**src/hdl/apwm_pkg.sv**
```systemverilog
package apwm_pkg;

	// Frame geometry.
	localparam int MAX_SIDE = 256;
	localparam int SIDE_W   = 9;
	localparam int CNT_W    = 8;
	localparam int WORDS_W  = 5;
	localparam int OFFSET_W = 13;
	localparam int BITPOS_W = 3;
	localparam int CHAN_W   = 8;
	localparam int COLOUR_W = 3 * CHAN_W;

	// Stream and register port widths.
	localparam int S_TDATA_W  = 32;
	localparam int M_TDATA_W  = 40;
	localparam int M_TUSER_W  = 1;
	localparam int APB_ADDR_W = 4;
	localparam int APB_DATA_W = 32;
	localparam int REG_IDX_W  = 2;

	// Register indexes, taken from paddr[3:2].
	localparam logic [REG_IDX_W-1:0] REG_BACKGROUND = 2'd0;
	localparam logic [REG_IDX_W-1:0] REG_WIDTH      = 2'd1;
	localparam logic [REG_IDX_W-1:0] REG_HEIGHT     = 2'd2;

	localparam logic [SIDE_W-1:0] SIDE_RESET   = 9'd16;
	localparam logic [CHAN_W-1:0] ALPHA_OPAQUE = 8'd255;
	localparam logic [CHAN_W-1:0] ALPHA_CLEAR  = 8'd0;
	localparam logic [CHAN_W-1:0] ROUND_BIAS   = 8'd127;

	// Pixel held in the input register together with its mask position.
	typedef struct packed {
		logic [CHAN_W-1:0]  blue;
		logic [CHAN_W-1:0]  green;
		logic [CHAN_W-1:0]  red;
		logic [CHAN_W-1:0]  alpha;
		logic [CNT_W-1:0]   col;
		logic [CNT_W-1:0]   rev_row;
		logic [WORDS_W-1:0] words;
		logic               last;
	} pixel_s1_t;

	// Last valid index of a side, with 0 read as 1 and large values saturated.
	function automatic logic [CNT_W-1:0] side_last(input logic [SIDE_W-1:0] side);
		if (side == '0)
			return '0;
		else if (side > SIDE_W'(MAX_SIDE))
			return '1;
		else
			return CNT_W'(side - 1'b1);
	endfunction

	// Rounded blend of one channel; the divide by 255 is done as
	// (x + 1 + (x >> 8)) >> 8, which is exact for every x below 65535 and so
	// for every sum a blend can produce.
	function automatic logic [CHAN_W-1:0] blend(
		input logic [CHAN_W-1:0] src,
		input logic [CHAN_W-1:0] alpha,
		input logic [CHAN_W-1:0] bg
	);
		logic [15:0] sum;
		logic [16:0] quot;
		sum = {8'd0, src} * {8'd0, alpha}
			+ {8'd0, bg} * {8'd0, ALPHA_OPAQUE - alpha}
			+ {8'd0, ROUND_BIAS};
		quot = {1'b0, sum} + 17'd1 + {9'd0, sum[15:8]};
		return quot[15:8];
	endfunction

endpackage

```
**src/hdl/alpha_precompose_with_mask.sv**
```systemverilog
// Composites a raster stream of BGRA pixels over a solid background colour.
// Input transfer on s_*: s_tdata holds blue, green, red and alpha, one byte each,
// from the lowest byte up, top row first and left to right.
// Output transfer on m_*: the blended colour, the byte offset and MSB-first bit
// position of the pixel in a bottom-up 1-bpp mask with rows padded to 16-bit
// words, a transparency flag on m_tuser and the frame's last pixel on m_tlast.
// A pixel with zero alpha comes out black with the transparency flag set.
// The APB port holds the background colour and the frame width and height;
// writing a size restarts the frame at its first pixel.
// The pixel passes one input register and one output register, with the blend and
// the offset multiply in between; m_tvalid rises when the output register takes it.
// Throughput is one pixel per clock while m_tready is high; s_tready stays high
// while the input register is empty or the output register is empty or being
// taken, so a held-low m_tready stalls the input after two pixels at most, and
// nothing is lost or repeated.
// Reset empties both registers, sets the background to black, the frame to
// 16 by 16 pixels and the column and row counters to zero.
module alpha_precompose_with_mask
	import apwm_pkg::*;
(
	input  logic                  clk,
	input  logic                  arst_n,
	// Register port.
	input  logic                  psel,
	input  logic                  penable,
	input  logic                  pwrite,
	input  logic [APB_ADDR_W-1:0] paddr,
	input  logic [APB_DATA_W-1:0] pwdata,
	output logic [APB_DATA_W-1:0] prdata,
	output logic                  pready,
	// Source pixels.
	input  logic                  s_tvalid,
	output logic                  s_tready,
	input  logic [S_TDATA_W-1:0]  s_tdata,   // blue, green, red, alpha
	// Composited pixels.
	output logic                  m_tvalid,
	input  logic                  m_tready,
	output logic [M_TDATA_W-1:0]  m_tdata,   // blue, green, red, mask_offset, mask_bit_pos
	output logic [M_TUSER_W-1:0]  m_tuser,   // transparent
	output logic                  m_tlast    // last_pixel
);

	logic [COLOUR_W-1:0]  bg_q;
	logic [SIDE_W-1:0]    width_q;
	logic [SIDE_W-1:0]    height_q;
	logic [CNT_W-1:0]     col_q;
	logic [CNT_W-1:0]     row_q;

	logic [REG_IDX_W-1:0] reg_idx;
	logic                 cfg_wr;
	logic                 in_xfer;
	logic                 adv_s2;

	logic [CNT_W-1:0]     w_last;
	logic [CNT_W-1:0]     h_last;
	logic [CNT_W-1:0]     col_cur;
	logic [CNT_W-1:0]     row_cur;
	logic                 end_row;
	logic                 end_frame;

	logic                 valid_s1;
	pixel_s1_t            pix_s1;
	logic                 valid_s2;
	logic [M_TDATA_W-1:0] data_s2;
	logic                 transp_s2;
	logic                 last_s2;

	logic                 transp;
	logic [COLOUR_W-1:0]  colour;
	logic [12:0]          row_base;
	logic [OFFSET_W-1:0]  offset;

	// Register port decode; every access completes in its access cycle.
	assign pready  = 1'b1;
	assign reg_idx = paddr[3:2];
	assign cfg_wr  = psel && penable && pwrite && pready;

	always_comb begin
		unique case (reg_idx)
			REG_BACKGROUND: prdata = APB_DATA_W'(bg_q);
			REG_WIDTH:      prdata = APB_DATA_W'(width_q);
			REG_HEIGHT:     prdata = APB_DATA_W'(height_q);
			default:        prdata = '0;
		endcase
	end

	always_ff @(posedge clk or negedge arst_n) begin
		if (!arst_n) begin
			bg_q     <= '0;
			width_q  <= SIDE_RESET;
			height_q <= SIDE_RESET;
		end else if (cfg_wr) begin
			unique case (reg_idx)
				REG_BACKGROUND: bg_q     <= pwdata[COLOUR_W-1:0];
				REG_WIDTH:      width_q  <= pwdata[SIDE_W-1:0];
				REG_HEIGHT:     height_q <= pwdata[SIDE_W-1:0];
				default:        ;
			endcase
		end
	end

	// Handshake: the output register is refilled whenever it is empty or taken.
	assign adv_s2   = !valid_s2 || m_tready;
	assign s_tready = !valid_s1 || adv_s2;
	assign in_xfer  = s_tvalid && s_tready;

	// Position of the incoming pixel, held inside the current frame size.
	assign w_last    = side_last(width_q);
	assign h_last    = side_last(height_q);
	assign col_cur   = (col_q > w_last) ? w_last : col_q;
	assign row_cur   = (row_q > h_last) ? h_last : row_q;
	assign end_row   = (col_cur == w_last);
	assign end_frame = end_row && (row_cur == h_last);

	// Column and row counters; a size write starts a new frame.
	always_ff @(posedge clk or negedge arst_n) begin
		if (!arst_n) begin
			col_q <= '0;
			row_q <= '0;
		end else if (cfg_wr && (reg_idx == REG_WIDTH || reg_idx == REG_HEIGHT)) begin
			col_q <= '0;
			row_q <= '0;
		end else if (in_xfer) begin
			if (end_row) begin
				col_q <= '0;
				row_q <= end_frame ? '0 : row_cur + 1'b1;
			end else begin
				col_q <= col_cur + 1'b1;
				row_q <= row_cur;
			end
		end
	end

	// Input register: the pixel, its column, its row counted from the bottom
	// and the mask stride in 16-bit words.
	always_ff @(posedge clk or negedge arst_n) begin
		if (!arst_n) begin
			valid_s1 <= 1'b0;
		end else if (s_tready) begin
			valid_s1 <= s_tvalid;
		end
	end

	always_ff @(posedge clk) begin
		if (in_xfer) begin
			pix_s1.blue    <= s_tdata[7:0];
			pix_s1.green   <= s_tdata[15:8];
			pix_s1.red     <= s_tdata[23:16];
			pix_s1.alpha   <= s_tdata[31:24];
			pix_s1.col     <= col_cur;
			pix_s1.rev_row <= h_last - row_cur;
			pix_s1.words   <= {1'b0, w_last[7:4]} + 1'b1;
			pix_s1.last    <= end_frame;
		end
	end

	// Blend each channel, or black out a fully transparent pixel.
	assign transp = (pix_s1.alpha == ALPHA_CLEAR);

	always_comb begin
		if (transp) begin
			colour = '0;
		end else begin
			colour = {blend(pix_s1.red,   pix_s1.alpha, bg_q[7:0]),
			          blend(pix_s1.green, pix_s1.alpha, bg_q[15:8]),
			          blend(pix_s1.blue,  pix_s1.alpha, bg_q[23:16])};
		end
	end

	// Mask byte offset: reversed row times the stride in bytes, plus column / 8.
	assign row_base = {5'd0, pix_s1.rev_row} * {8'd0, pix_s1.words};
	assign offset   = {row_base[11:0], 1'b0} + OFFSET_W'(pix_s1.col[7:3]);

	// Output register.
	always_ff @(posedge clk or negedge arst_n) begin
		if (!arst_n) begin
			valid_s2 <= 1'b0;
		end else if (adv_s2) begin
			valid_s2 <= valid_s1;
		end
	end

	always_ff @(posedge clk) begin
		if (adv_s2 && valid_s1) begin
			data_s2   <= {pix_s1.col[BITPOS_W-1:0], offset, colour};
			transp_s2 <= transp;
			last_s2   <= pix_s1.last;
		end
	end

	assign m_tvalid = valid_s2;
	assign m_tdata  = data_s2;
	assign m_tuser  = transp_s2;
	assign m_tlast  = last_s2;

endmodule

```
**config.mk**
```make
export PLATFORM = sky130hd
export DESIGN_NAME = alpha_precompose_with_mask
export DESIGN_NICKNAME = d
export VERILOG_FILES = /design/src/hdl/apwm_pkg.sv /design/src/hdl/alpha_precompose_with_mask.sv
export SDC_FILE = /design/constraint.sdc
export NUM_CORES = 1
export LEC_CHECK = 0
export BUFFER_PORTS_ARGS = -buffer_cell sky130_fd_sc_hd__buf_2
export CAP_MARGIN = 10
export CORE_ASPECT_RATIO = 1.5
export CORE_MARGIN = 2
export CORE_UTILIZATION = 35
export CTS_BUF_LIST = sky130_fd_sc_hd__clkbuf_16
export CTS_CLUSTER_SIZE = 24
export DETAILED_ROUTE_END_ITERATION = 8
export SYNTH_ARGS = -nofsm -noshare
export SYNTH_HDL_FRONTEND = slang
export SYNTH_SLANG_ARGS = --single-unit
```
**constraint.sdc**
```tcl
create_clock -name clk -period 11.75 [get_ports clk]
set_clock_uncertainty 0.1 [all_clocks]
set_input_delay 2.35 -clock clk [delete_from_list [all_inputs] [get_ports clk]]
set_output_delay 2.35 -clock clk [all_outputs]
set_load 0.05 [all_outputs]
```
# After elaboration in Yosys (flattened, before gate mapping)
# Cells that the tools add are included.
# totals
reg_bits	156
word_cells	87
# op_classes
mul	7
mux	14
order_cmp	4
reduce_logical	19
add_sub_neg	20
n_eq_ne	4
# op_table
operator	count
8-bit two-way mux	13
8-bit by 8-bit multiplier with 16-bit output	6
24-bit case mux with 3 select lines	1
16-bit by 1-bit adder with 16-bit output, second input constant	3
16-bit adder	3
16-bit by 7-bit adder with 16-bit output, second input constant	3
16-bit by 8-bit adder with 16-bit output	3
9-bit > comparator, second input constant	2
9-bit zero test	2
8-bit by 1-bit adder with 8-bit output, second input constant	2
8-bit == test	2
8-bit > comparator	2
8-bit by 1-bit subtractor with 8-bit output, second input constant	2
13-bit by 5-bit adder with 13-bit output	1
8-bit by 5-bit multiplier with 12-bit output	1
8-bit zero test	1
8-bit subtractor	1
8-bit subtractor, first input constant	1
1-bit logical AND	6
2-bit AND reduction	3
4-bit by 1-bit adder with 5-bit output, second input constant	1
1-bit logical OR	3
2-bit by 1-bit == test with 1-bit output, second input constant	1
2-bit == test, second input constant	1
other kinds (3)	4

# Longest topological paths before layout
# Gate-level depths: netlist of the first run.
# depth
ltp_word	11
mapped_depth	32
ltp_nobuf	29

# Worst setup path before layout of the first run
# Ideal clock, no wire load.
# synth_timing
kind	reg2reg
from	reg pix_s1[22] (netlist name)
to	reg data_s2[18] (netlist: m_tdata[18]), data pin
arrival_time_ns	7.330
synth_period_minus_slack_ns	7.686
path_stages_with_launch	26
path_slack_ns	4.064
path_cell_list	edfxtp_1 -> clkbuf_1 -> clkbuf_1 -> nand2b_1 -> fa_1 -> inv_1 -> fa_1 -> fa_1 -> fa_1 -> fa_1 -> inv_1 -> fa_1 -> inv_1 -> ha_1 -> and3_1 -> a221oi_2 -> o21ai_0 -> a21oi_1 -> xnor2_1 -> ha_1 -> o21a_1 -> a2111oi_0 -> nor3_1 -> maj3_1 -> a31o_2 -> a41o_1
# synth_via
elab_chain_len	6
word_cells_on_any_way	8
# synth_rtl
item	line	source
start: declaration	alpha_precompose_with_mask.sv:62	pixel_s1_t pix_s1;
8-bit subtractor	apwm_pkg.sv:64	+ {8'd0, bg} * {8'd0, ALPHA_OPAQUE - alpha}
8-bit by 8-bit multiplier with 16-bit output	apwm_pkg.sv:64	
16-bit adder	apwm_pkg.sv:64	
16-bit by 7-bit adder with 16-bit output	apwm_pkg.sv:65	+ {8'd0, ROUND_BIAS};
16-bit by 1-bit adder with 16-bit output	apwm_pkg.sv:66	quot = {1'b0, sum} + 17'd1 + {9'd0, sum[15:8]};
16-bit by 8-bit adder with 16-bit output	apwm_pkg.sv:66	
end signal: assignment	alpha_precompose_with_mask.sv:185	data_s2 <= {pix_s1.col[BITPOS_W-1:0], offset, colour};
end: declaration	alpha_precompose_with_mask.sv:64	logic [M_TDATA_W-1:0] data_s2;
# Parallel ways exist; a longest one is shown, timed or not.
# A chain may end at the register's enable or synchronous reset.

# Worst setup path after layout of the first run
# layout_timing
from	reg pix_s1[26] (netlist name)
to	reg data_s2[14] (netlist: m_tdata[14]), data pin
# The elaborated chain is that of the path after synthesis.

==> results of run 1 <==
## worst min path at each step
stage                       end
floorplan           m_tdata[24]
global placement        m_tlast
detailed placement  m_tdata[39]
CTS                     m_tlast
global route            m_tlast
finish              m_tdata[38]
## synthesized netlist by cell type, types with 4 or more instances
cell type  count
a31oi_1       11
nand4_1       10
a22o_1        15
nand2b_1      95
o31ai_1        6
nand3_1       28
o21bai_1       8
ha_1         243
nor3_1        28
nor4_1        12
buf_4          9
nor2b_1      121
a222oi_1       9
mux2i_1       19
or3_1         10
dfrtp_1       58
nor3b_1        6
nor2_1        70
and2_1       131
a311oi_1       4
xor2_1        32
mux2_2        45
o211ai_1       7
or2_2          4
inv_1        466
edfxtp_1      96
or4_1          6
xnor2_1       70
nand2_1      169
a31o_2         6
fa_1         328
clkbuf_1      65
a21oi_1       57
and3_1        10
o21ai_0       44
o21a_1         7
a21o_1        25
o2111ai_1      7
a211oi_1       9
## state kept, by name, indices dropped and copies added, names as in the netlist
name,count
width_q,9
pix_s1,54
m_tdata,40
m_tvalid,1
m_tlast,1
bg_q,24
height_q,9
row_q,8
m_tuser,1
col_q,8
valid_s1,1
## cells in the final DEF (no fill, tap or decap), types with 7 or more instances in the layout
| master | n |
|---|---|
| a21oi_1 | 56 |
| nor4_1 | 12 |
| a21o_1 | 25 |
| nand2b_1 | 95 |
| edfxtp_1 | 96 |
| xnor2_1 | 70 |
| a22o_1 | 15 |
| nor2b_1 | 121 |
| o211ai_1 | 7 |
| clkbuf_16 | 18 |
| nand4_1 | 10 |
| buf_4 | 14 |
| nand2_1 | 169 |
| a222oi_1 | 9 |
| nor3_1 | 28 |
| dfrtp_1 | 58 |
| and3_1 | 10 |
| nor2_1 | 70 |
| conb_1 | 9 |
| mux2_2 | 45 |
| o2111ai_1 | 7 |
| inv_1 | 467 |
| xor2_1 | 32 |
| a31oi_1 | 11 |
| mux2i_1 | 19 |
| fa_1 | 328 |
| a211oi_1 | 9 |
| nand3_1 | 28 |
| and2_1 | 129 |
| buf_2 | 132 |
| o21ai_0 | 44 |
| o21a_1 | 7 |
| or3_1 | 10 |
| ha_1 | 243 |
| o21bai_1 | 8 |
## critical path, cell delays in order, from the launching register on
cell and delay, ns:
edfxtp_1 0.41, buf_4 0.34, and2_1 0.25, fa_1 0.55, inv_1 0.05, fa_1 0.47, inv_1 0.05, fa_1 0.48
fa_1 0.45, fa_1 0.55, inv_1 0.06, fa_1 0.48, inv_1 0.05, ha_1 0.36, inv_1 0.17, nor4_1 0.07
a21oi_1 0.12, o311ai_0 0.13, a311oi_1 0.58, inv_1 0.16, ha_1 0.32, a2111o_1 0.43, o31ai_1 0.52, o21ai_0 0.21
o2111ai_1 0.28, xnor2_1 0.17, nor2_1 0.07
## layer usage
| layer | wire length, um | up-vias | share of wire [%] | GRT usage [%] |
|---|---|---|---|---|
| met3 | 1820 | 127 | 3.2 | 2.18 |
| met2 | 30500 | 391 | 53 | 32.5 |
| met4 | 2420 | 6 | 4.2 | 7.74 |
| li1 | - | 7953 | - | - |
| met1 | 22800 | 8735 | 40 | 19.3 |
| met5 | 35 | - | 0.061 | 0 |
## per-stage QoR
step / hold WS (ns) / setup slack (ns) / utilization (%) / cells / area, sq um
floorplan: 0.300 / 4.06 / - / 2429 / 23500
global placement: 0.308 / 3.68 / 37.6 / 3380 / 25000
detailed placement: 0.310 / 3.61 / 37.6 / 3380 / 25000
CTS: 0.328 / 3.58 / 38.5 / 3412 / 25600
global route: 0.333 / 3.18 / 38.5 / 3412 / 25600
finish: 0.326 / 3.56 / 38.5 / 3412 / 25600
## final cells by class
class | count | area (sq um) | area share [%]
Clock buffer | 18 | 450 | 1.76
Clock inverter | 14 | 153 | 0.595
Inverter | 466 | 1750 | 6.82
Multi-Input combinational cell | 1727 | 17000 | 66.4
Sequential cell | 156 | 4390 | 17.1
Tap cell | 885 | 1110 | 4.32
Timing Repair Buffer | 146 | 766 | 2.99
## logic make-up (layout without fill, tap and decap cells)
family          Yosys count  in the layout  share of synthesized area, %
compound gates          258            258                          7.71
xor+xnor                104            104                          4.00
fa+ha+maj               574            574                          41.0
buf+inv                 546            644                          8.97
flops                   156            156                          18.7
mux                      64             64                          2.97
other cells               2              9                        0.0320
simple gates            718            718                          16.6
==> results.sh, run 1 <==
export IMPL_totalWireLength_um=57600
export IMPL_cp_startpoint="pix_s1[26]"
export IMPL_syn_inst=2422
export IMPL_period_minus_slack_ns=8.19
export IMPL_reg2reg_slack_ns=3.56
export IMPL_cp_arrival_ns=8.28
export IMPL_synth_edf_count=96
export IMPL_cts_buffer_depth=2
export IMPL_max_slew_margin_rel_pct=20.1
export IMPL_drt_iter0_markers=954
export IMPL_cts_root_buffer="clkbuf_16"
export IMPL_hpwl_um=45400
export IMPL_chipHeight_um=321
export IMPL_setup_violations=0
export IMPL_rr_startpoint="pix_s1[26]"
export IMPL_cap_violations=0
export IMPL_synth_main_ff_cell="edfxtp_1"
export IMPL_ys_top_cells_by_area="fa_1 28%, ha_1 13%, edfxtp_1 12%"
export IMPL_post_drt_wl_per_cell_um=16.9
export IMPL_port_buffers=132
export IMPL_clock_latency_ns=0.48
export IMPL_critPathLaunchType="flop"
export IMPL_synth_seq_cells=156
export IMPL_ios=152
export IMPL_ff2ff_path_depth=26
export IMPL_slew_viol_final=0
export IMPL_rsz0062_at_grt="no"
export IMPL_globalplace_congestion=0.875
export IMPL_n_antenna_cell=0
export IMPL_synth_area_leader_cell="fa_1"
export IMPL_cts_buffers=17
export IMPL_grt_max_degree=61
export IMPL_grt_pass1_wl_um=94700
export IMPL_post_cts_buffers=0
export IMPL_worst_hold_startpoint="pix_s1[15]"
export IMPL_synthArstFlopShare_pct=38.5
export IMPL_critical_path_class="flop to flop"
export IMPL_die_area_sq_mm=0.0692
export IMPL_cts_clk_slew_worst_paths_ns=0.08
export IMPL_drtPass1Iterations=7
export IMPL_grt_antenna_before_repair=3
export IMPL_fillCellCount=6627
export IMPL_via_count=17212
export IMPL_seq_area_frac_synth_pct=18.7
export IMPL_synthesis_area_sq_mm=0.0235
export IMPL_required_ns=11.83
export IMPL_fmax_mhz=122
export IMPL_fin_tns_setup_ns=0
export IMPL_fp_dieW_um=216
export IMPL_crit_end="m_tdata[14]"
export IMPL_end_kind="flop"
export IMPL_grt_use_total_pct=17.3
export IMPL_hp_class="flop to flop"
export IMPL_crit_fanout=49
export IMPL_nNetsFinal=3160
export IMPL_initial_core_util_pct=35.3
export IMPL_status="finished with violations"
export IMPL_failed_checks="DRC"
export IMPL_synth_distinct_cells=82
export IMPL_placementRows=116
export IMPL_drive_above_1_share_pct=9.93
export IMPL_synth_top_area_share_pct=28.0
export IMPL_holdBufCountCts=0
export IMPL_ant_nets=0
export IMPL_area_growth_pct=9.17
export IMPL_synth_avg_cell_area_sq_um=9.70
export IMPL_hold_violations=0
export IMPL_route_detailed_drc=1
export IMPL_ctsResizeCount=0
export IMPL_cts_tree="yes"
export IMPL_r2r_end="m_tdata[14]"
export IMPL_htreeDepth=4
export IMPL_cts_sinks=156
export IMPL_drt_vias_per_instance=5.04
export IMPL_fp_coreArea_sq_mm=0.0666
export IMPL_fin_crit_sh_pct=69.7
export IMPL_grt_overflow=0
export IMPL_grt_pass1_vias=18653
export IMPL_hold_depth=0
export IMPL_tightestPinTransition_ns=1.20
export IMPL_yosysWarnings=0
Power of run 1 is not shown: default switching activity piles up to over one toggle a cycle in this logic, so the estimate is an artifact.
==> inputs of run 2 (changes only) <==
ABC_AREA = 1   (was unset)
clock period = 6.8 ns   (was 11.75 ns; I/O delays follow)
==> results.sh, run 2 <==
export IMPL_required_ns=6.93
export IMPL_route_detailed_drc=0
export IMPL_ios=152
export IMPL_chipHeight_um=327
export IMPL_max_slew_margin_rel_pct=23.3
export IMPL_pre_cts_ws_ns=-0.0792
export IMPL_totalWireLength_um=65900
export IMPL_drive_above_1_share_pct=15.0
export IMPL_cts_clk_slew_worst_paths_ns=0.08
export IMPL_grt_antenna_before_repair=9
export IMPL_slew_viol_final=0
export IMPL_synthesis_area_sq_mm=0.0244
export IMPL_grt_pass1_wl_um=104000
export IMPL_placementRows=118
export IMPL_nNetsFinal=3971
export IMPL_port_buffers=132
export IMPL_seq_area_frac_synth_pct=18.0
export IMPL_crit_end="m_tdata[23]"
export IMPL_multi_input_area_sq_mm=0.0172
export IMPL_yosysWarnings=0
export IMPL_grt_use_total_pct=18.7
export IMPL_drtPass1Iterations=5
export IMPL_fmax_mhz=150
export IMPL_synth_seq_cells=156
export IMPL_cts_tree="yes"
export IMPL_synth_edf_count=96
export IMPL_crit_slowest_cell="fa_1"
export IMPL_synth_main_ff_cell="edfxtp_1"
export IMPL_setup_violations=0
export IMPL_cts_buffer_depth=2
export IMPL_initial_core_util_pct=35.3
export IMPL_cp_arrival_ns=6.81
export IMPL_area_growth_pct=15.9
export IMPL_drt_iter0_markers=1001
export IMPL_r2r_end="m_tdata[23]"
export IMPL_htreeDepth=4
export IMPL_end_kind="flop"
export IMPL_fillCellCount=7016
export IMPL_ys_top_cells_by_area="fa_1 27%, ha_1 12%, nand2_1 12%"
export IMPL_rr_startpoint="pix_s1[27]"
export IMPL_grt_overflow=0
export IMPL_cts_root_buffer="clkbuf_16"
export IMPL_synth_distinct_cells=53
export IMPL_ff2ff_path_depth=29
export IMPL_cts_buffers=17
export IMPL_top_register="pix_s1"
export IMPL_via_count=19698
export IMPL_cap_violations=0
export IMPL_fp_coreArea_sq_mm=0.0689
export IMPL_largest_reg_flops=54
export IMPL_fin_crit_sh_pct=98.4
export IMPL_post_drt_wl_per_cell_um=15.5
export IMPL_critPathLaunchType="flop"
export IMPL_crit_fanout=12
export IMPL_clock_latency_ns=0.48
export IMPL_fin_ws_ns=0.112
export IMPL_synthArstFlopShare_pct=38.5
export IMPL_synth_avg_cell_area_sq_um=7.80
export IMPL_die_area_sq_mm=0.0718
export IMPL_fin_cells=4241
export IMPL_dpl_cell_count=4169
export IMPL_tightestPinTransition_ns=1.15
export IMPL_hpwl_um=52700
export IMPL_critical_path_class="flop to flop"
export IMPL_globalplace_congestion=0.870
export IMPL_final_cell_mix="775 x nand2_1, 764 x inv_1, 323 x fa_1, 221 x ha_1, 219 x nor2_1"
export IMPL_worst_hold_startpoint="pix_s1[15]"
export IMPL_cts_sinks=156
export IMPL_fp_dieW_um=219
export IMPL_drt_vias_per_instance=4.64
export IMPL_rsz0062_at_grt="yes"
export IMPL_synth_top_cells_by_count="793 x nand2_1, 777 x inv_1, 328 x fa_1"
export IMPL_synth_most_common_cell="nand2_1"
export IMPL_reg2reg_slack_ns=0.11
export IMPL_regArea_sq_mm=0.00439
export IMPL_ant_nets=0
export IMPL_synth_top_area_share_pct=26.9
export IMPL_grt_pass1_vias=20196
export IMPL_cpPeakStageDelay_ns=0.51
export IMPL_hp_class="flop to flop"
export IMPL_hold_depth=0
export IMPL_grt_max_degree=61
export IMPL_hold_violations=0
export IMPL_period_minus_slack_ns=6.69
export IMPL_crit_path_frequent_cell="fa_1"
export IMPL_status="finished, final reports clean"
export IMPL_cp_startpoint="pix_s1[27]"
export IMPL_syn_inst=3124
export IMPL_synth_area_leader_cell="fa_1"
export IMPL_mostFrequentLayoutCell="nand2_1"
[run 2: changes by cell type in the layout (fill, tap and decap cells not counted), moves of 95 or more]
cell      before  now
and2_1       129    2
inv_1        467  764
nand2b_1      95    0
nor2_1        70  219
nand2_1      169  775
nor2b_1      121    0
buf_4         14  112
[run 2: how the worst min path moves through the flow]
| stage | endpoint | slack [ns] |
|---|---|---|
| 6_report | m_tdata[38] | 0.33 |
| 5_1_grt | m_tdata[39] | 0.34 |
| 4_1_cts | m_tdata[38] | 0.33 |
| 3_5_place_dp | m_tlast | 0.31 |
| 3_3_place_gp | m_tdata[39] | 0.31 |
| 2_1_floorplan | m_tdata[24] | 0.30 |
[run 2: kinds of logic (layout without fill, tap and decap cells)]
group	after synthesis	count (layout)	share of synthesized area, %
XOR/XNOR	70	70	2.65
flip-flops	156	156	18.0
AO/OA/AOI/OAI	190	190	4.59
other	2	12	0.0308
AND/OR/NAND/NOR	1247	1247	21.4
buffers and inverters	888	1095	14.0
adder cells (fa/ha/maj)	571	571	39.4
[run 2: layer usage]
metal	track usage [%]	wire length, um	part of all wire (%)
met5	0	73	0.11
met1	21.7	25700	39
met3	2.53	2760	4.2
met4	7.67	3020	4.6
met2	34.3	34300	52
[run 2: final cells by class]
cell class | count | share of cell area (%)
Tap cell | 900 | 3.99
Sequential cell | 156 | 15.5
Inverter | 792 | 10.6
Clock inverter | 15 | 0.625
Clock buffer | 17 | 1.51
Timing Repair Buffer | 271 | 6.85
Multi-Input combinational cell | 2087 | 60.9
Antenna cell | 3 | 0.0266
[run 2: timing repair]
| item | 4_1_cts | 5_1_grt |
|---|---|---|
| pin swaps | 3 | 40 |
| setup buffers | 10 | 21 |
| hold endpoints to repair | 0 | 0 |
| endpoints found under the setup margin | 7 | 24 |
| hold buffers | 0 | 0 |
| gates resized for setup | 11 | 135 |
| cloned | 0 | 6 |
[run 2: critical path, delay by kind of cell (launching register included)]
family	cells	cell delay (ns)
adder cells (fa/ha/maj)	8	3.43
AND/OR/NAND/NOR	10	1.17
buffers and inverters	7	0.80
flip-flops	1	0.42
AO/OA/AOI/OAI	3	0.33
XOR/XNOR	1	0.17
[run 2: stage by stage]
stage | setup TNS, ns | cell area (sq um) | hold slack [ns] | util (%)
floorplan | 0 | 24400 | 0.300 | -
global placement | 0 | 26600 | 0.310 | 38.6
global route | -0.756 | 28200 | 0.340 | 41.0
CTS | 0 | 27400 | 0.333 | 39.7
finish | 0 | 28200 | 0.328 | 41.0
detailed placement | -0.210 | 26600 | 0.307 | 38.6
Power of run 2 is left out for the same reason.
==> inputs of run 3 (changes only) <==
GPL_TIMING_DRIVEN = 0   (was unset)
==> results.sh, run 3 (synthesized netlist as in run 2, its figures left out) <==
export IMPL_cpPeakStageDelay_ns=0.52
export IMPL_cts_buffer_depth=2
export IMPL_cp_startpoint="pix_s1[27]"
export IMPL_crit_fanout=4
export IMPL_hpwl_um=56900
export IMPL_max_slew_margin_rel_pct=41.2
export IMPL_drt_vias_per_instance=4.78
export IMPL_pre_cts_ws_ns=-1.46
export IMPL_fillCellCount=6944
export IMPL_clock_latency_ns=0.49
export IMPL_tightestPinTransition_ns=0.882
export IMPL_post_drt_wl_per_cell_um=16.6
export IMPL_grt_pass1_vias=20778
export IMPL_holdBufCountCts=0
export IMPL_grt_max_degree=61
export IMPL_chipHeight_um=327
export IMPL_n_antenna_cell=0
export IMPL_hold_violations=0
export IMPL_path_depth=33
export IMPL_grt_pass1_wl_um=110000
export IMPL_cts_clk_slew_worst_paths_ns=0.09
export IMPL_slew_viol_final=0
export IMPL_drive_above_1_share_pct=16.5
export IMPL_htreeDepth=4
export IMPL_crit_end="m_tdata[19]"
export IMPL_drt_iter0_markers=1065
export IMPL_cts_sinks=156
export IMPL_setup_violations=0
export IMPL_initial_core_util_pct=35.3
export IMPL_via_count=20332
export IMPL_fin_util_pct=41.5
export IMPL_status="finished, final reports clean"
export IMPL_fp_dieW_um=219
export IMPL_route_detailed_drc=0
export IMPL_top_register="pix_s1"
export IMPL_rsz0062_at_grt="yes"
export IMPL_cts_tree="yes"
export IMPL_globalplace_congestion=0.911
export IMPL_end_kind="flop"
export IMPL_die_area_sq_mm=0.0718
export IMPL_cts_root_buffer="clkbuf_16"
export IMPL_fmax_mhz=149
export IMPL_port_buffers=132
export IMPL_dpl_cell_count=4165
export IMPL_drtPass1Iterations=5
export IMPL_largest_reg_flops=54
export IMPL_area_growth_pct=17.5
export IMPL_r2r_end="m_tdata[19]"
export IMPL_grt_antenna_before_repair=1
export IMPL_mostFrequentLayoutCell="nand2_1"
export IMPL_fin_crit_sh_pct=98.7
export IMPL_period_minus_slack_ns=6.71
export IMPL_cap_violations=0
export IMPL_grt_use_total_pct=20.1
export IMPL_ff2ff_path_depth=33
export IMPL_rr_startpoint="pix_s1[27]"
export IMPL_reg2reg_slack_ns=0.09
export IMPL_crit_path_frequent_cell="fa_1"
export IMPL_placementRows=118
export IMPL_totalWireLength_um=70500
export IMPL_fin_ws_ns=0.0885
export IMPL_cts_buffers=17
export IMPL_critical_path_class="flop to flop"
export IMPL_critPathLaunchType="flop"
export IMPL_ant_nets=0
export IMPL_hp_class="flop to flop"
export IMPL_fp_coreArea_sq_mm=0.0689
export IMPL_cp_top_family="adder cells"
export IMPL_crit_slowest_cell="edfxtp_1"
export IMPL_fin_cells=4254
export IMPL_path_buf_inv=10
export IMPL_final_cell_mix="755 x nand2_1, 750 x inv_1, 322 x fa_1, 212 x nor2_1, 211 x ha_1"
export IMPL_ios=152
export IMPL_cp_arrival_ns=6.84
export IMPL_grt_overflow=0
export IMPL_nNetsFinal=3987
export IMPL_required_ns=6.93
## run 3: cell count changes in the layout (fill, tap and decap cells not counted), moves of 7 or more
cell	before	now
clkbuf_2	0	16
nand2_1	775	755
clkbuf_1	0	24
nand2_2	33	48
inv_1	764	750
ha_4	21	29
buf_8	3	10
inv_2	21	29
nor2_1	219	212
buf_4	112	71
ha_1	221	211
## run 3: final cells by class
| type | count | area, sq um | area share [%] |
|---|---|---|---|
| clock buffers | 17 | 425 | 1.49 |
| well taps | 900 | 1130 | 3.93 |
| clock inverters | 15 | 190 | 0.664 |
| multi-input cells | 2087 | 17500 | 61.1 |
| inverters | 792 | 3010 | 10.5 |
| plain buffers | 82 | 626 | 2.18 |
| flip-flops and latches | 156 | 4390 | 15.3 |
| repair buffers | 205 | 1370 | 4.77 |
## run 3: how the worst min path moves through the flow
stage,startpoint,end,slack (ns),cells past startpoint
global route,pix_s1[16],m_tdata[39],0.34,0
global placement,pix_s1[14],m_tdata[37],0.31,0
floorplan,pix_s1[17],m_tdata[24],0.30,0
detailed placement,pix_s1[14],m_tdata[37],0.31,0
CTS,pix_s1[16],m_tdata[39],0.33,0
finish,pix_s1[14],m_tdata[37],0.33,0
## run 3: what timing repair did
| action | 4_1_cts | 5_1_grt |
|---|---|---|
| endpoints found under the hold margin | 0 | 0 |
| setup buffers | 36 | 33 |
| resized for setup | 124 | 203 |
| gates cloned | 0 | 2 |
| pin swaps | 8 | 81 |
| setup endpoints to repair | 24 | 24 |
## run 3: layer usage
metal | GRT usage [%] | share of wire [%] | wire length, um
met2 | 36.8 | 53 | 37300
met3 | 2.20 | 4.2 | 2950
met4 | 9.44 | 4.8 | 3400
met5 | 0 | 0.016 | 11
met1 | 23.1 | 38 | 26900
## run 3: through the flow
stage	instance area (sq um)	hold slack (ns)	setup TNS (ns)
floorplan	24400	0.300	0
global placement	26200	0.306	-27.15
detailed placement	26200	0.310	-28.26
CTS	27600	0.328	-0.0306
global route	28600	0.339	-1.13
finish	28600	0.326	0
Power of run 3 is left out for the same reason.
